==> src/design/trbw_pkg.sv <==
`timescale 1ns / 1ps
`default_nettype none

package trbw_pkg;

    // Default table dimensions.
    localparam int DEF_MAX_ENERGY_BINS = 16;
    localparam int DEF_MAX_COLUMNS     = 32;
    localparam int DEF_MAX_ROWS        = 32;

    // Register indexes on the configuration port.
    typedef enum logic [1:0] {
        REG_INTERP_ENABLE = 2'd0,
        REG_ENERGY_BINS   = 2'd1,
        REG_COLUMNS       = 2'd2,
        REG_ROWS          = 2'd3
    } trbw_reg_t;

    // Item kinds.
    localparam logic REQ_WRITE = 1'b0;
    localparam logic REQ_QUERY = 1'b1;

    // Ratio cap of 100.0 in Q7.16 and the quotient width of the divider.
    localparam logic [6:0]  RATIO_CAP = 7'd100;
    localparam logic [22:0] CAP_Q16   = 23'd6553600;
    localparam int          QUOT_W    = 23;

    // Commands from the controller to the datapath.
    typedef struct packed {
        logic       accept;
        logic       setup0;
        logic       setup1;
        logic       rd;
        logic       load;
        logic       div;
        logic       mac;
        logic [2:0] corner;
    } trbw_cmd_t;

    // Status from the datapath to the controller.
    typedef struct packed {
        logic enable;
        logic cap_now;
        logic div_last;
    } trbw_status_t;

endpackage

`default_nettype wire

==> src/design/trbw_ctrl.sv <==
`timescale 1ns / 1ps
`default_nettype none

module trbw_ctrl (
    input  wire logic                   clk,
    input  wire logic                   rst_n,
    input  wire logic                   start,
    input  wire logic                   req_type,
    input  wire trbw_pkg::trbw_status_t status,
    output trbw_pkg::trbw_cmd_t         cmd,
    output logic                        busy,
    output logic                        done
);
    import trbw_pkg::*;

    typedef enum logic [7:0] {
        S_IDLE   = 8'b0000_0001,
        S_SETUP0 = 8'b0000_0010,
        S_SETUP1 = 8'b0000_0100,
        S_READ   = 8'b0000_1000,
        S_LOAD   = 8'b0001_0000,
        S_DIV    = 8'b0010_0000,
        S_MAC    = 8'b0100_0000,
        S_DONE   = 8'b1000_0000
    } trbw_state_t;

    trbw_state_t state_reg, state_next;
    logic [2:0]  k_reg, k_next;

    always_comb
    begin
        state_next = state_reg;
        k_next     = k_reg;
        case (state_reg)
            S_IDLE:
            begin
                if (start && req_type == REQ_QUERY)
                    state_next = status.enable ? S_SETUP0 : S_DONE;
            end
            S_SETUP0:
            begin
                k_next     = 3'd0;
                state_next = S_SETUP1;
            end
            S_SETUP1: state_next = S_READ;
            S_READ:   state_next = S_LOAD;
            S_LOAD:   state_next = status.cap_now ? S_MAC : S_DIV;
            S_DIV:
            begin
                if (status.div_last)
                    state_next = S_MAC;
            end
            S_MAC:
            begin
                k_next     = k_reg + 3'd1;
                state_next = (k_reg == 3'd7) ? S_DONE : S_READ;
            end
            S_DONE:   state_next = S_IDLE;
            default:  state_next = S_IDLE;
        endcase
    end

    always_ff @(posedge clk or negedge rst_n)
    begin
        if (!rst_n)
        begin
            state_reg <= S_IDLE;
            k_reg     <= 3'd0;
        end
        else
        begin
            state_reg <= state_next;
            k_reg     <= k_next;
        end
    end

    assign busy = state_reg != S_IDLE;
    assign done = state_reg == S_DONE;

    always_comb
    begin
        cmd.accept = (state_reg == S_IDLE) && start;
        cmd.setup0 = state_reg == S_SETUP0;
        cmd.setup1 = state_reg == S_SETUP1;
        cmd.rd     = state_reg == S_READ;
        cmd.load   = state_reg == S_LOAD;
        cmd.div    = state_reg == S_DIV;
        cmd.mac    = state_reg == S_MAC;
        cmd.corner = k_reg;
    end

`ifndef SYNTHESIS
    a_query_busy: assert property (@(posedge clk) disable iff (!rst_n)
        (start && !busy && req_type == REQ_QUERY) |=> busy)
        else $error("query item taken but block not busy");

    a_one_strobe: assert property (@(posedge clk) disable iff (!rst_n)
        done |=> !done)
        else $error("result strobe held longer than one cycle");

    a_last_corner: assert property (@(posedge clk) disable iff (!rst_n)
        (state_reg == S_MAC && k_reg == 3'd7) |=> done)
        else $error("last corner accumulated without a result");

    a_write_idle: assert property (@(posedge clk) disable iff (!rst_n)
        (start && !busy && req_type == REQ_WRITE) |=> !busy)
        else $error("write item left the block busy");
`endif

endmodule

`default_nettype wire

==> config.mk <==
export PLATFORM = sky130hd
export DESIGN_NAME = trbw_ctrl
export DESIGN_NICKNAME = d
export VERILOG_FILES = /design/src/design/trbw_pkg.sv /design/src/design/trbw_ctrl.sv
export SDC_FILE = /design/constraint.sdc
export NUM_CORES = 1
export LEC_CHECK = 0
export BUFFER_PORTS_ARGS = -buffer_cell sky130_fd_sc_hd__clkbuf_2
export CAP_MARGIN = 20
export CORE_MARGIN = 4
export CORE_UTILIZATION = 48
export CTS_CLUSTER_DIAMETER = 50
export DETAILED_ROUTE_END_ITERATION = 8
export PLACE_DENSITY_LB_ADDON = 0.05
export SETUP_SLACK_MARGIN = 0.3
export SLEW_MARGIN = 40
export SYNTH_ARGS = -nofsm -noshare
export SYNTH_HDL_FRONTEND = slang
export SYNTH_SLANG_ARGS = --single-unit
==> constraint.sdc <==
create_clock -name clk -period 1.49 [get_ports clk]
set_input_delay 0.2235 -clock clk [delete_from_list [all_inputs] [get_ports clk]]
set_output_delay 0.2235 -clock clk [all_outputs]
set_load 0.03 [all_outputs]
==> qor.txt, run 1 <==
Synth top area cells: dfrtp_1 (39%), nor4_4 (6.7%), nand3_1 (4.7%)
Synth Flop Type: dfrtp_1
Sequential share of the synthesized area: 43.5%
Core Rows: 12
Mapped Area: 636 µm²
Post-DP HPWL: 1200 µm
H-tree depth reported by CTS: 1
Syn. warnings: 0
Syn avg cell area: 10.4 µm²
I/O Pins: 19
Stop stage: global routing (5_1_grt)
Place WS: -0.0558 ns
Count of input and output buffers: 18
CTS Buf Count: 3
Clock Sinks: 11
Root Driver: clkbuf_4
Synth Instances: 61
Unique masters post-synth: 26
EDFF count, synth: 0
GPL Wtd Cong: 0.705
Post-synth top area cell: dfrtp_1
Post-synthesis async set-or-reset flop share: 100%
Syn nets: 70
First error: [ERROR DPL-0038] Utilization greater than 100%, impossible to legalize
Die extent in y: 44.4 µm
Grt repair worst endpoint: cmd[7]
Synthesized flop and latch total: 11
Top-area cell type share of the netlist area: 39.4%
Die W: 44.4 µm
Bufs on Longest Clock Path: 2
Worst_ep kind: output port
Pin count of the biggest net entering global routing: 12
Run status: stopped before the end
Initial core utilization: 54.3%
-- cell families after synthesis --
family	count (synthesis)	share of synthesized area, %
fa+ha+maj	2	3.94
flops	11	43.5
xor+xnor	1	1.38
simple gates	28	34.6
buf+inv	9	5.32
compound gates	10	11.2
-- Yosys cell counts (2+ instances only) --
master / count
nor2b_1: 2
o21bai_1: 2
nor2_1: 7
nand4b_1: 2
dfrtp_1: 10
inv_1: 7
nand3_1: 6
inv_2: 2
nor3b_1: 2
nor4_4: 2
o21ai_1: 3
ha_1: 2
-- timing repair --
item / in CTS
endpoints found under the setup margin: 20
hold endpoints to repair: 10
resized for setup: 25
hold buffers: 1
pin swaps: 6
buffers inserted: 6
-- stage by stage --
stage	instance area, µm²	instances	TNS, ns
2_1_floorplan	678	61	-0.239
3_3_place_gp	906	109	-0.0552
4_1_cts	1100	120	-2.63
3_5_place_dp	906	109	-0.133
==> run 2, diff against run 1 <==
--- a/config.mk
+++ b/config.mk
@@ -7,12 +7,10 @@
 export LEC_CHECK = 0
 export BUFFER_PORTS_ARGS = -buffer_cell sky130_fd_sc_hd__clkbuf_2
 export CAP_MARGIN = 20
-export CORE_MARGIN = 4
-export CORE_UTILIZATION = 48
-export CTS_CLUSTER_DIAMETER = 50
+export CORE_AREA = 4 4 65 67
 export DETAILED_ROUTE_END_ITERATION = 8
-export PLACE_DENSITY_LB_ADDON = 0.05
-export SETUP_SLACK_MARGIN = 0.3
+export DIE_AREA = 0 0 69 71
+export PLACE_DENSITY_LB_ADDON = 0.15
 export SLEW_MARGIN = 40
 export SYNTH_ARGS = -nofsm -noshare
 export SYNTH_HDL_FRONTEND = slang
==> qor.txt, run 2 <==
Top-area cell type share of the netlist area: 39.4% (unchanged)
Critical Path Sink Type: output port
Syn avg cell area: 10.4 µm² (unchanged)
Core area: 0.00363 mm²
First drt pass iteration count: 4
Die extent in y: 71 µm (+60%)
CP delay by family, top: simple AND/OR/NAND/NOR gates
Reg clk slew, reported paths: 0.05 ns
Worst setup SP type: flop
Worst path cell trace: nor4_4 > buf_4 > nand4b_4 > nor2_4 > buf_8
All-Layer GR Usage: 8.05%
PwrDens: 1190 mW/mm²
Clock Sinks: 11 (unchanged)
Synth top area cells: dfrtp_1 (39%), nor4_4 (6.7%), nand3_1 (4.7%)
Synth Instances: 61 (unchanged)
Bufs on Longest Clock Path: 2 (unchanged)
Min-Delay Path Class: input port to flop
Final Hold Fails: 0
Post-Layout Inst Area: 0.00123 mm²
Pleak: 0.573 nW
CP required: 1.27 ns
H-tree depth reported by CTS: 1 (unchanged)
Area delta synth->final: 94.1%
CTS Buf Count: 3 (unchanged)
GPL Wtd Cong: 0.684 (-3.0%)
Routed vias: 614
Initial core utilization: 17.5% (-37 points)
Final worst-path cycle share: 118%
Peak VDD IR: 0.639 mV
Unrepaired setup endpoints after global routing: yes
Antenna cells: 0
CP peak stage delay: 0.40 ns
Count of input and output buffers: 18 (unchanged)
Die W: 69 µm (+55%)
Commonest non-fill, non-tap cell in the layout: buf_4
Setup_tns: -1.89 ns
Max-Cap Viols: 0
Post-DP HPWL: 1360 µm (+13%)
Most frequent cells after synthesis: dfrtp_1 (10), inv_1 (7), nor2_1 (7), nand3_1 (6), o21ai_1 (3)
Final Non-Filler Cells: 157
Final setup fails: 11
Placed Cells: 143 (+31%)
Total wire length: 1770 µm
Violated checks: setup timing
CP Data Arrival Time: 1.53 ns
Fmax: 570 MHz
Syn nets: 70 (unchanged)
Most frequent cells in the layout: buf_4 (21), dfrtp_1 (10), clkbuf_2 (9), clkbuf_8 (6), buf_8 (6)
Grt total ovfl: 0
Crit-path slowest cell: dfrtp_1
Post-route minimum period: 1.75 ns
Core Rows: 22 (+10)
Max reg flops: 8
DIE AREA: 0.00490 mm²
Setup Crit Path Kind: flop to output port
EDFF count, synth: 0 (unchanged)
Slew headroom: 80.7%
I/O Pins: 19 (unchanged)
Final worst setup slack: -0.265 ns
Worst-path fanout max: 3
Post-synth top area cell: dfrtp_1
Initial antenna violation count: 0
Worst-skew pair later-pin latency: 0.24 ns
Synth Flop Type: dfrtp_1
Pin count of the biggest net entering global routing: 12
Via/cell ratio: 3.91
Layout cells sized above 1: 64.2%
Routed Antenna Nets: 0
Max-slew violations: 0
Final Power: 1.47 mW
Final Net Count: 119
Post-route DRC: 0
First-pass GRT wire length: 3150 µm
Unique masters post-synth: 26 (unchanged)
Sequential share of the synthesized area: 43.5% (unchanged)
Post-synthesis async set-or-reset flop share: 100% (unchanged)
Most frequent cell after synthesis: dfrtp_1
Syn. warnings: 0 (unchanged)
Vias in the first global route: 712
Slew @ Worst Pin: 0.289 ns
Wire per inst: 11.3 µm
Mapped Area: 636 µm² (unchanged)
Detailed Route Iter0 Violations: 6
CP bufs+invs: 2
CTS tree: built
Synthesized flop and latch total: 11 (unchanged)
Root Driver: clkbuf_8
Dpl cell area: 931 µm² (+2.8%)
Clk_skew: 0.00226 ns
Run status: finished, violations left
[run 2: cell counts after synthesis]
Identical to the previous run, type by type.
[run 2: cell families (layout without fill, tap and decap cells)]
family | after synthesis | in the layout | share of synthesized area, %
XOR/XNOR | 1 | 1 | 1.38
AND/OR/NAND/NOR | 28 | 28 | 34.6
adder cells (fa/ha/maj) | 2 | 2 | 3.94
flip-flops | 11 | 11 | 43.5
AO/OA/AOI/OAI | 10 | 10 | 11.2
buffers and inverters | 9 | 57 | 5.32
[run 2: report_power, final]
part | switching, mW | leakage [nW] | internal (mW) | total, mW
registers | 0.0291 | 0.149 | 0.338 | 0.367
clock network | 0.109 | 0.0228 | 0.188 | 0.297
logic | 0.379 | 0.401 | 0.424 | 0.803
total | 0.517 | 0.573 | 0.950 | 1.47
[run 2: layer usage]
metal / share of wire, % / up-vias / track usage [%] / wire length, µm
met3: 3.2 / 4 / 1.56 / 57
met4: 2.6 / 0 / 4.56 / 46
met5: 0 / - / 0 / 0
li1: - / 309 / - / -
met1: 44 / 288 / 9.31 / 782
met2: 50 / 13 / 13.9 / 887
[run 2: worst paths after layout]
path                                             to  slack [ns]                startpoint  cells past startpoint
max in group asynchronous  state_reg[0]$_DFFE_PN1P_        0.80                     rst_n                      2
min reg2reg                    k_reg[0]$_DFFE_PN0P_        0.51      k_reg[0]$_DFFE_PN0P_                      1
min                        state_reg[5]$_DFFE_PN0P_        0.20                 status[0]                      2
min in group asynchronous  state_reg[1]$_DFFE_PN0P_        0.41                     rst_n                      2
max                                          cmd[9]       -0.26  state_reg[7]$_DFFE_PN0P_                      5
max reg2reg                state_reg[0]$_DFFE_PN1P_       -0.14  state_reg[7]$_DFFE_PN0P_                      7
[run 2: layout make-up]
cell class	instances	area (µm²)
Fill cell	392	2400
Multi-Input combinational cell	41	427
Timing Repair Buffer	44	389
Sequential cell	11	277
Tap cell	48	60.1
Clock buffer	4	45.0
Inverter	9	36.3
[run 2: per-stage QoR]
step / worst slack (ns) / hold WS [ns] / utilization [%]
floorplan: -0.0655 / -0.0721 / -
global placement: -0.0784 / 0.131 / 25.6
detailed placement: -0.0790 / 0.127 / 25.6
CTS: -0.276 / 0.189 / 32.4
global route: -0.370 / 0.209 / 34.0
finish: -0.265 / 0.197 / 34.0
[run 2: what timing repair did]
item | in CTS | in global routing
endpoints found under the hold margin | 10 | 0
gates resized for setup | 29 | 17
hold buffers | 1 | 0
pin swaps | 9 | 4
setup endpoints to repair | 11 | 17
setup buffers | 9 | 2
[run 2: worst register-to-register path: stages (launching register included)]
cell and delay [ns]:
dfrtp_1 0.40, nor4_4 0.34, buf_4 0.17, nand4b_4 0.14
buf_6 0.16, buf_6 0.12, a21oi_4 0.12, o21bai_1 0.12
(Power assumes the default switching activity.)
